$ cat config.mk
export PLATFORM = sky130hd
export DESIGN_NAME = url_percent_decoder
export DESIGN_NICKNAME = d
export VERILOG_FILES = /design/src/design/upd_pkg.sv /design/src/design/url_percent_decoder.sv /design/src/design/upd_front.sv /design/src/design/upd_cmd_fifo.sv /design/src/design/upd_emitter.sv
export VERILOG_INCLUDE_DIRS = /design/src /design/src/design
export SDC_FILE = /design/constraint.sdc
export NUM_CORES = 1
export LEC_CHECK = 0
export BUFFER_PORTS_ARGS = -buffer_cell sky130_fd_sc_hd__buf_4
export CELL_PAD_IN_SITES_DETAIL_PLACEMENT = 0
export CELL_PAD_IN_SITES_GLOBAL_PLACEMENT = 1
export CORE_MARGIN = 3
export CORE_UTILIZATION = 48
export DETAILED_ROUTE_END_ITERATION = 10
export HOLD_SLACK_MARGIN = 0.06
export MAX_ROUTING_LAYER = met4
export PLACE_DENSITY = 0.87
export SYNTH_ARGS = -nofsm -noshare
export SYNTH_HDL_FRONTEND = slang
export SYNTH_HIERARCHICAL = 1
export SYNTH_SLANG_ARGS = --single-unit
$ cat constraint.sdc
create_clock -name clk -period 3.1 [get_ports clk]
set_clock_uncertainty 0.05 [all_clocks]
set_input_delay 0.31 -clock clk [delete_from_list [all_inputs] [get_ports clk]]
set_output_delay 0.31 -clock clk [all_outputs]
set_load 0.01 [all_outputs]
$ cat src/design/url_percent_decoder_assert.svh
// Assertion macros shared by the command queue and the emitter.
// Each macro expects signals named clk and arst_n in the module that uses it.
`ifndef URL_PERCENT_DECODER_ASSERT_SVH
`define URL_PERCENT_DECODER_ASSERT_SVH

// Same-cycle implication, checked while out of reset.
`define UPD_ASSERT_NOW(label, ante, cons) \
	label: assert property (@(posedge clk) disable iff (!arst_n) (ante) |-> (cons)) \
		else $error("url_percent_decoder: assertion failed");

// Next-cycle implication, checked while out of reset.
`define UPD_ASSERT_NEXT(label, ante, cons) \
	label: assert property (@(posedge clk) disable iff (!arst_n) (ante) |=> (cons)) \
		else $error("url_percent_decoder: assertion failed");

`endif

$ cat src/design/upd_pkg.sv
package upd_pkg;

	localparam logic [7:0] CH_PERCENT  = 8'h25;
	localparam logic [7:0] CH_PLUS     = 8'h2B;
	localparam logic [7:0] CH_SPACE    = 8'h20;
	localparam logic [3:0] LETTER_BASE = 4'd10;

	// One queued command: up to three output bytes produced by one input byte.
	typedef struct packed {
		logic [1:0]      cnt;
		logic [2:0][7:0] data;
		logic            last;
	} cmd_t;

	function automatic logic is_hex(input logic [7:0] c);
		logic [7:0] l;
		l = c | 8'h20;
		return (c >= 8'h30 && c <= 8'h39) || (l >= 8'h61 && l <= 8'h66);
	endfunction

	function automatic logic [3:0] hex_value(input logic [7:0] c);
		logic [7:0] l;
		l = (c | 8'h20) - 8'h61;
		if (c >= 8'h30 && c <= 8'h39) begin
			return c[3:0];
		end
		return l[3:0] + LETTER_BASE;
	endfunction

endpackage

$ cat src/design/url_percent_decoder.sv
// URL percent decoder. Encoded text enters one byte per transaction, with
// in_last on the final byte of a string; decoded bytes leave one per
// transaction, with out_last on the final decoded byte. A '%' and two hex
// digits of either case become one byte (a zero byte included), '+' becomes
// a space, and all other bytes pass through. When a '%' is not followed by
// two hex digits, or the string ends first, the '%' and any held digit are
// emitted as they are and the current byte is decoded afresh, so one input
// byte yields zero to three output bytes. The input side accepts one
// transaction per cycle as long as the command queue (QUEUE_DEPTH entries)
// has room; the output side delivers one byte per cycle while out_ready is
// high, so an input byte that yields n bytes occupies the output for n
// transfers. An accepted input is first written into the queue and then
// loaded into the output register, from which its first byte leaves.
module url_percent_decoder #(
	parameter int QUEUE_DEPTH = 4
) (
	input  logic       clk,
	input  logic       arst_n,
	input  logic       in_valid,
	output logic       in_ready,
	input  logic [7:0] in_byte,
	input  logic       in_last,
	output logic       out_valid,
	input  logic       out_ready,
	output logic [7:0] out_byte,
	output logic       out_last
);
	import upd_pkg::*;

	// Front to queue: one command per accepted byte that yields output.
	logic q_push, q_push_ready;
	cmd_t q_push_cmd;

	// Queue to emitter.
	logic q_pop, q_pop_valid;
	cmd_t q_pop_cmd;

	// The front keeps the escape state and turns each byte into a command.
	// A byte that only extends an escape yields no command and is still
	// accepted, since the queue has room whenever in_ready is high.
	upd_front u_front (
		.clk      (clk),
		.arst_n   (arst_n),
		.in_valid (in_valid),
		.in_byte  (in_byte),
		.in_last  (in_last),
		.q_ready  (q_push_ready),
		.in_ready (in_ready),
		.q_push   (q_push),
		.q_cmd    (q_push_cmd)
	);

	// The queue decouples input stalls from output stalls.
	upd_cmd_fifo #(
		.DEPTH (QUEUE_DEPTH)
	) u_fifo (
		.clk        (clk),
		.arst_n     (arst_n),
		.push       (q_push),
		.push_cmd   (q_push_cmd),
		.push_ready (q_push_ready),
		.pop        (q_pop),
		.pop_valid  (q_pop_valid),
		.pop_cmd    (q_pop_cmd)
	);

	// The emitter holds one command in its output register and steps through
	// its bytes; the next command loads in the cycle the last byte leaves.
	upd_emitter u_emitter (
		.clk       (clk),
		.arst_n    (arst_n),
		.q_valid   (q_pop_valid),
		.q_cmd     (q_pop_cmd),
		.q_pop     (q_pop),
		.out_valid (out_valid),
		.out_ready (out_ready),
		.out_byte  (out_byte),
		.out_last  (out_last)
	);

endmodule

$ cat src/design/upd_front.sv
module upd_front (
	input  logic          clk,
	input  logic          arst_n,
	input  logic          in_valid,
	input  logic [7:0]    in_byte,
	input  logic          in_last,
	input  logic          q_ready,
	output logic          in_ready,
	output logic          q_push,
	output upd_pkg::cmd_t q_cmd
);
	import upd_pkg::*;

	typedef enum logic [2:0] {
		PH_IDLE  = 3'b001,
		PH_PCT   = 3'b010,
		PH_DIGIT = 3'b100
	} phase_t;

	phase_t     phase_q, phase_next;
	logic [7:0] held_q;
	logic       held_load;
	logic       accept;
	logic       pct, hex, plain_emit, use_plain;
	logic [7:0] plain_byte;
	logic [1:0] pre;
	cmd_t       cmd;

	assign accept   = in_valid && q_ready;
	assign in_ready = q_ready;

	always_comb begin
		pct        = (in_byte == CH_PERCENT);
		hex        = is_hex(in_byte);
		plain_emit = !pct || in_last;
		plain_byte = (in_byte == CH_PLUS) ? CH_SPACE : in_byte;
		use_plain  = 1'b1;
		held_load  = 1'b0;
		pre        = 2'd0;
		phase_next = PH_IDLE;
		cmd.cnt    = 2'd0;
		cmd.data   = '0;
		cmd.last   = in_last;
		case (phase_q)
			PH_PCT: begin
				if (hex && !in_last) begin
					use_plain  = 1'b0;
					held_load  = 1'b1;
					phase_next = PH_DIGIT;
				end else begin
					pre = 2'd1;
				end
			end
			PH_DIGIT: begin
				if (hex) begin
					use_plain   = 1'b0;
					cmd.cnt     = 2'd1;
					cmd.data[0] = {hex_value(held_q), hex_value(in_byte)};
				end else begin
					pre = 2'd2;
				end
			end
			default: pre = 2'd0;
		endcase
		if (use_plain) begin
			// Held bytes of a broken escape come first, then the current byte.
			cmd.cnt     = pre + {1'b0, plain_emit};
			cmd.data[0] = (pre != 2'd0) ? CH_PERCENT : plain_byte;
			cmd.data[1] = (pre == 2'd2) ? held_q : plain_byte;
			cmd.data[2] = plain_byte;
			phase_next  = (pct && !in_last) ? PH_PCT : PH_IDLE;
		end
	end

	always_ff @(posedge clk or negedge arst_n) begin
		if (!arst_n) begin
			phase_q <= PH_IDLE;
			held_q  <= '0;
		end else if (accept) begin
			phase_q <= phase_next;
			if (held_load) begin
				held_q <= in_byte;
			end
		end
	end

	assign q_push = accept && (cmd.cnt != 2'd0);
	assign q_cmd  = cmd;

endmodule

$ cat src/design/upd_cmd_fifo.sv
module upd_cmd_fifo #(
	parameter int DEPTH = 4
) (
	input  logic          clk,
	input  logic          arst_n,
	input  logic          push,
	input  upd_pkg::cmd_t push_cmd,
	output logic          push_ready,
	input  logic          pop,
	output logic          pop_valid,
	output upd_pkg::cmd_t pop_cmd
);
	import upd_pkg::*;

`include "url_percent_decoder_assert.svh"

	localparam int PW = (DEPTH > 1) ? $clog2(DEPTH) : 1;
	localparam int CW = $clog2(DEPTH + 1);

	cmd_t          slot_q [DEPTH];
	logic [PW-1:0] wr_ptr_q, rd_ptr_q;
	logic [CW-1:0] count_q;
	logic          do_push, do_pop;

	assign push_ready = (count_q != CW'(DEPTH));
	assign pop_valid  = (count_q != '0);
	assign do_push    = push && push_ready;
	assign do_pop     = pop && pop_valid;
	assign pop_cmd    = slot_q[rd_ptr_q];

	function automatic logic [PW-1:0] ptr_inc(input logic [PW-1:0] p);
		return (p == PW'(DEPTH - 1)) ? '0 : p + 1'b1;
	endfunction

	always_ff @(posedge clk) begin
		if (do_push) begin
			slot_q[wr_ptr_q] <= push_cmd;
		end
	end

	always_ff @(posedge clk or negedge arst_n) begin
		if (!arst_n) begin
			wr_ptr_q <= '0;
			rd_ptr_q <= '0;
			count_q  <= '0;
		end else begin
			if (do_push) begin
				wr_ptr_q <= ptr_inc(wr_ptr_q);
			end
			if (do_pop) begin
				rd_ptr_q <= ptr_inc(rd_ptr_q);
			end
			if (do_push && !do_pop) begin
				count_q <= count_q + 1'b1;
			end else if (do_pop && !do_push) begin
				count_q <= count_q - 1'b1;
			end
		end
	end

	`UPD_ASSERT_NOW(a_count_bound, 1'b1, count_q <= CW'(DEPTH))
	`UPD_ASSERT_NEXT(a_count_up, do_push && !do_pop, count_q == $past(count_q) + 1'b1)
	`UPD_ASSERT_NEXT(a_count_down, do_pop && !do_push, count_q == $past(count_q) - 1'b1)

endmodule

$ cat src/design/upd_emitter.sv
module upd_emitter (
	input  logic          clk,
	input  logic          arst_n,
	input  logic          q_valid,
	input  upd_pkg::cmd_t q_cmd,
	output logic          q_pop,
	output logic          out_valid,
	input  logic          out_ready,
	output logic [7:0]    out_byte,
	output logic          out_last
);
	import upd_pkg::*;

`include "url_percent_decoder_assert.svh"

	cmd_t       cmd_q;
	logic       busy_q;
	logic [1:0] idx_q;
	logic       final_byte;
	logic       done;

	assign final_byte = (idx_q == cmd_q.cnt - 2'd1);
	assign done       = busy_q && out_ready && final_byte;
	assign q_pop      = q_valid && (!busy_q || done);
	assign out_valid  = busy_q;
	assign out_last   = cmd_q.last && final_byte;

	always_comb begin
		case (idx_q)
			2'd0:    out_byte = cmd_q.data[0];
			2'd1:    out_byte = cmd_q.data[1];
			default: out_byte = cmd_q.data[2];
		endcase
	end

	always_ff @(posedge clk) begin
		if (q_pop) begin
			cmd_q <= q_cmd;
		end
	end

	always_ff @(posedge clk or negedge arst_n) begin
		if (!arst_n) begin
			busy_q <= 1'b0;
			idx_q  <= '0;
		end else if (q_pop) begin
			busy_q <= 1'b1;
			idx_q  <= '0;
		end else if (done) begin
			busy_q <= 1'b0;
			idx_q  <= '0;
		end else if (busy_q && out_ready) begin
			idx_q <= idx_q + 1'b1;
		end
	end

	`UPD_ASSERT_NOW(a_idx_in_range, busy_q, idx_q < cmd_q.cnt)
	`UPD_ASSERT_NOW(a_cmd_nonempty, busy_q, cmd_q.cnt != 2'd0)
	`UPD_ASSERT_NEXT(a_load_busy, q_pop, busy_q && idx_q == 2'd0)

endmodule

**Yosys cells after proc, flatten, opt, wreduce, memory -nomap -nowiden**

Memories as Yosys holds them, arrays and structs flattened. A register that Yosys moved wholly into a read port is not among the register bits.
Cells that the tools add are included.

- Equality and inequality tests: 10
- Reduce and logical (&&, ||, !) cells: 31
- Mux-type cells: 42
- Add/sub/neg operators: 11
- Order comparisons: 6

Operator list:

| operator | number |
|---|---|
| $mux W8 | 5 |
| $mux W26 | 1 |
| $eq A8 B6 Y1 const B | 2 |
| $ge A8 B6 Y1 const B | 2 |
| $le A8 B6 Y1 const B | 2 |
| $mux W1 | 16 |
| $mux W2 | 8 |
| $mux W4 | 4 |
| $pmux W8 S2 | 1 |
| $logic_and A1 B1 Y1 | 15 |
| $mux W3 | 5 |
| $add A4 B4 Y4 const B | 2 |
| $ge A8 B7 Y1 const B | 1 |
| $le A8 B7 Y1 const B | 1 |
| $reduce_bool A2 Y1 | 4 |
| $sub A4 B1 Y4 const B | 2 |
| $add A2 B1 Y2 const B | 3 |
| $eq A2 B2 Y1 const B | 3 |
| $reduce_bool A3 Y1 | 2 |
| $logic_not A1 Y1 | 5 |
| $pmux W2 S2 | 1 |
| $add A3 B1 Y3 const B | 1 |
| $eq A3 B2 Y1 const B | 1 |
| $eq A3 B3 Y1 const B | 1 |
| 10 further kinds | 12 |

- Logic and storage cells: 108
- Bits in writable memories: 108
- Memories kept: 1
- Output and inout port bits: 11
- Input port bits: 13
- Flip-flop bits (word level): 21

Memories:

| name | depth | width | rd ports | clocked after Yosys merged registers in | write ports | RTL line | source |
|---|---|---|---|---|---|---|---|
| u_fifo.slot_q | 4 | 27 | 1 | 1 | 1 | upd_cmd_fifo.sv:20 | `cmd_t slot_q [DEPTH];` |

**Depth between registers and ports, before layout**

- Word-level depth: 16
- Mapped depth: 17
- Mapped depth without buffers: 17

**By module**

Netlist, hierarchy kept.

By module, submodules not included:

| module | sequential area each (µm²) | cells an instance | instances | area each (µm²) |
|---|---|---|---|---|
| upd_cmd_fifo | 3418.3 | 177 | 1 | 4330.4 |
| upd_front | 276.5 | 150 | 1 | 1287.5 |
| upd_emitter | 885.8 | 78 | 1 | 1156.1 |

**Worst setup path after synthesis**

No wires, ideal clock.

- Kind: in2reg
- Start: in in_byte[1]
- End: reg u_fifo.count_q[2]
- Stages: 15
- Slack: -190 ps
- Library setup time: 79 ps
- Arrival: 3161 ps
- Path buffers: 1
- Required time: 2971 ps
- Cells stage by stage: inv_1 ha_1 or3b_2 and3_4 o221a_2 clkbuf_1 a21oi_1 o21a_1 and2_4 ha_1 inv_1 fa_1 xor2_1 nor2_1 xor2_1

- Word-level cells in the longest chain between the ends: 14
- Elaborated cells between the ends (all ways): 29
- Those cells by class: 1 x add/sub; 4 x order compare; 1 x eq/ne; 10 x mux; 13 x reduce/logical

Ends and longest elaborated chain:

| item | RTL line | source |
|---|---|---|
| from (decl) | url_percent_decoder.sv:21 | `input logic [7:0] in_byte,` |
| $ge A8 B6 Y1, or another cell as far along | upd_pkg.sv:18 | `return (c >= 8'h30 && c <= 8'h39) \|\| (l >= 8'h61 && l <= 8'h66);` |
| $logic_and A1 B1 Y1 | upd_pkg.sv:18 |  |
| $logic_or A1 B1 Y1 | upd_pkg.sv:18 |  |
| $logic_and A1 B1 Y1 | upd_front.sv:46 | `if (hex && !in_last) begin` |
| $mux W1 | upd_front.sv:46 |  |
| $pmux W2 S2 | upd_front.sv:44 | `case (phase_q)` |
| $add A2 B1 Y2 | upd_front.sv:67 | `cmd.cnt = pre + {1'b0, plain_emit};` |
| $mux W26 * | upd_front.sv:65 | `if (use_plain) begin` |
| $reduce_bool A2 Y1 * | upd_front.sv:87 | `assign q_push = accept && (cmd.cnt != 2'd0);` |
| $logic_and A1 B1 Y1 * | upd_front.sv:87 |  |
| net q_push | url_percent_decoder.sv:31 | `logic q_push, q_push_ready;` |
| $logic_and A1 B1 Y1 * | upd_cmd_fifo.sv:27 | `assign do_push = push && push_ready;` |
| net u_fifo.do_push | upd_cmd_fifo.sv:23 | `logic do_push, do_pop;` |
| $logic_not A1 Y1 | upd_cmd_fifo.sv:55 | `end else if (do_pop && !do_push) begin` |
| $logic_and A1 B1 Y1 | upd_cmd_fifo.sv:55 |  |
| $reduce_bool A2 Y1 (no line) | -- |  |
| to (signal assigned) | upd_cmd_fifo.sv:54 | `count_q <= count_q + 1'b1;` |
| to (signal assigned) | upd_cmd_fifo.sv:56 | `count_q <= count_q - 1'b1;` |
| to (decl) | upd_cmd_fifo.sv:22 | `logic [CW-1:0] count_q;` |

Mark *: on every way through the listed nets, which the timed path passes. The rest lies on a longest branch.
A chain may end at the register's enable or synchronous reset.

**Worst setup path in the final report**

- Start: in in_byte[0]
- End: reg u_fifo.count_q[2]

Same word-level chain as after synthesis.

==> run_results.csv <==
group,metric,value,unit
placement,post-dp-hpwl,8000,um
pwr,vdd_drop_max,0.589,mV
logic_synthesis,yosysUniqueCellTypes,65,
worst_setup_path,crit_type,"in2reg",
worst_setup_path,critPathArrivalTime,3.23,ns
sta,fmax,340,MHz
floorplanning,die_w,125,um
worst_setup_path,r2r_setup_slack,0.39,ns
worst_setup_path,r2r_cells,14,
finish,final_core_util,0.594,
min_path,hp-class,"in2reg",
finish,final_area,8020,um2
logic_synthesis,ys_warn_count,6,
global_route,gr-total-overflow,0,
logic_synthesis,synth_area_leaders,"edfxtp_1 (60%), mux4_2 (9.0%), dfrtp_1 (7.4%)",
global_route,grt_max_degree,31,
global_route,grt_pass1_wl,20700,um
detailed_routing,viasPerCell,5.66,
cts,cts-resized-gates,0,
sta,slew_violations,0,
global_route,grt_pass1_vias,3860,
cts,cts_sinks,156,
status,status,"finished, final reports clean",
pwr,power.total,7.05,mW
placement,io_buffers,23,
worst_setup_path,worstReg2RegEnd,"u_fifo/count_q[2]$_DFFE_PN0P_",
cts,cts_inserted_buffers,17,
sta,tightest_slew,0.588,ns
detailed_routing,vias,3688,
floorplanning,fp-row-count,42,
floorplanning,die-area,15600,um2
detailed_routing,avgRoutedWirePerCell,19.9,um
logic_synthesis,syn_area,6770,um2
finish,seq_area,4580,um2
worst_setup_path,crit_fanout,4,
logic_synthesis,synthCells,405,
floorplanning,start_util,0.502,
worst_setup_path,required,3.39,ns
sta,relSlewSlack,0.608,
logic_synthesis,synth-edff-count,135,
placement,dp.cells,620,
finish,finish.net_count,496,
logic_synthesis,yosysSeqAreaShare,0.676,
sta,fin_crit,2.94,ns
logic_synthesis,yosys.area.top_type,"edfxtp_1",
cts,clock_path_buffers,2,
run,drv_cap,0,
floorplanning,ioPinCount,24,
min_path,whs_path_depth,1,
cts,htreeDepth,4,
cts,path_clk_slew,0.06,ns
finish,antenna_cells,0,
sta,rsz0062_at_grt,"no",
logic_synthesis,synthFlopType,"edfxtp_1",
logic_synthesis,netlist.area_leader.share,0.598,
sta,hold_viol_final,0,
logic_synthesis,async_reset_ff_frac,0.135,
finish,area.growth.synth_to_final,18.3,%
logic_synthesis,ys_ff_latch,156,
sta,setup_viol,0,
min_path,hold_end,"u_fifo/slot_q[1][24]$_DFFE_PP_",
logic_synthesis,syn_nets,436,
sta,finalSetupTns,0,ns
finish,final_cells,652,
finish,layout_commonest_cell,"edfxtp_1",
worst_setup_path,reg2reg_from,"u_front/phase_q[1]$_DFFE_PN0P_",
finish,mostFrequentLayoutCells,"edfxtp_1 (135), buf_4 (52), nand2_1 (28), mux4_2 (27), nor2_1 (22)",
global_route,antenna_found_initial,0,
cts,cts_tree,"done",
min_path,min_from,"in_byte[7]",
pwr,p_per_area,879,nW/um2
detailed_routing,routed_wl,13000,um
detailed_routing,route.detailed.drc,0,
placement,gp_congestion,0.870,
cts,clkLatencyLatePin,0.42,ns
detailed_routing,antenna_left,0,
pwr,leakagePower,2.98,nW
finish,multi_input_area,2080,um2
placement,placed_area,7410,um2
worst_setup_path,end_kind,"flip-flop",
finish,drive_gt1_frac,0.315,
floorplanning,die_h,125,um
cts,cts-root-buf,"clkbuf_16",
sta,fin_crit_sh,0.949,
global_route,grt_usage,0.181,
finish,fillerInstances,978,
logic_synthesis,syn_area_per_cell,16.7,um2
detailed_routing,dr.pass1.iters,5,
floorplanning,coreArea,13500,um2
detailed_routing,drt_iter0_markers,304,
worst_setup_path,worst_setup_path_start_kind,"primary input",
## Yosys cell counts (all sizes together) (3+ instances only)
master  instances
a21oi           7
a22oi          10
a31oi           4
and2            6
and3            6
buf            13
clkbuf          4
dfrtp          20
edfxtp        135
ha             17
inv            16
mux2           13
mux2i           7
mux4           27
nand2          28
nand2b          3
nand3           3
nor2           23
nor2b           3
nor3            5
o21a            3
o21ai           9
or3             4
xnor2           4
## critical path, stage by stage
cell and delay [ns]:
buf_4 0.13, inv_1 0.08, ha_1 0.19, or3b_4 0.39, and3_4 0.18, nor2_2 0.12
o211a_1 0.17, ha_2 0.19, nor2_1 0.05, a21oi_1 0.15, o21a_1 0.16, and2_4 0.16
ha_4 0.13, inv_2 0.04, fa_2 0.35, xor2_1 0.15, nor2_1 0.13, xor2_1 0.14
## routing by layer
layer	part of all wire	track usage	wire, um	vias up
met5	0	-	0	-
met4	0.019	0.0838	249	0
met3	0.050	0.0352	646	20
met2	0.50	0.288	6510	121
met1	0.43	0.227	5600	1857
li1	-	-	-	1690
## report_power, final
part / total [mW] / switching [mW] / leakage [nW] / internal [mW]
clock: 2.06 / 0.738 / 0.280 / 1.32
sequential: 3.04 / 0.152 / 1.49 / 2.89
combinational: 1.95 / 1.02 / 1.21 / 0.933
## sequential cells by signal, indices dropped and copies added, names as in the netlist
name,count
u_fifo/wr_ptr_q,2
u_emitter/out_valid,1
u_fifo/slot_q,108
u_emitter/cmd_q,27
u_front/held_q,8
u_fifo/count_q,3
u_fifo/rd_ptr_q,2
u_emitter/idx_q,2
u_front/phase_q,3
## through the flow
| stage | hold slack (ns) | setup WS (ns) |
|---|---|---|
| 6_report | 0.0816 | 0.158 |
| 5_1_grt | 0.0711 | 0.0335 |
| 4_1_cts | 0.0627 | 0.184 |
| 3_5_place_dp | 0.177 | -0.247 |
| 3_3_place_gp | 0.169 | -0.121 |
| 2_1_floorplan | -0.0356 | -0.0673 |
## area by class of cell
class / count / area share
repair buffers: 58 / 0.0612
clock inverters: 11 / 0.0189
inverters: 16 / 0.00796
clock buffers: 19 / 0.0540
multi-input cells: 216 / 0.259
flip-flops and latches: 156 / 0.572
well taps: 176 / 0.0275
## kinds of logic (layout without fill, tap and decap cells)
family                     Yosys count  after routing  share of synthesized area
DFF                                156            156                      0.676
and+or+nand+nor                     93             93                     0.0743
AOI/OAI and AO/OA                   52             52                     0.0586
muxes                               47             47                      0.126
buffers and inverters               33            104                     0.0233
adders and majority gates           18             18                     0.0344
xor gates and xnor gates             6              6                    0.00776
## worst max-delay path by stage
stage / from / to / slack [ns] / cells past startpoint
floorplan: in_byte[1] / u_fifo/count_q[2]$_DFFE_PN0P_ / -0.07 / 17
global placement: in_byte[1] / u_fifo/count_q[2]$_DFFE_PN0P_ / -0.12 / 18
detailed placement: in_byte[1] / u_fifo/count_q[2]$_DFFE_PN0P_ / -0.25 / 18
CTS: in_byte[1] / u_fifo/count_q[2]$_DFFE_PN0P_ / 0.18 / 18
global route: in_byte[1] / u_fifo/count_q[2]$_DFFE_PN0P_ / 0.03 / 18
finish: in_byte[0] / u_fifo/count_q[2]$_DFFE_PN0P_ / 0.16 / 18
## repair_timing
item,4_1_cts,5_1_grt
endpoints found under the hold margin,22,0
setup buffers,0,0
hold buffers,2,0
(Power assumes the default switching activity.)
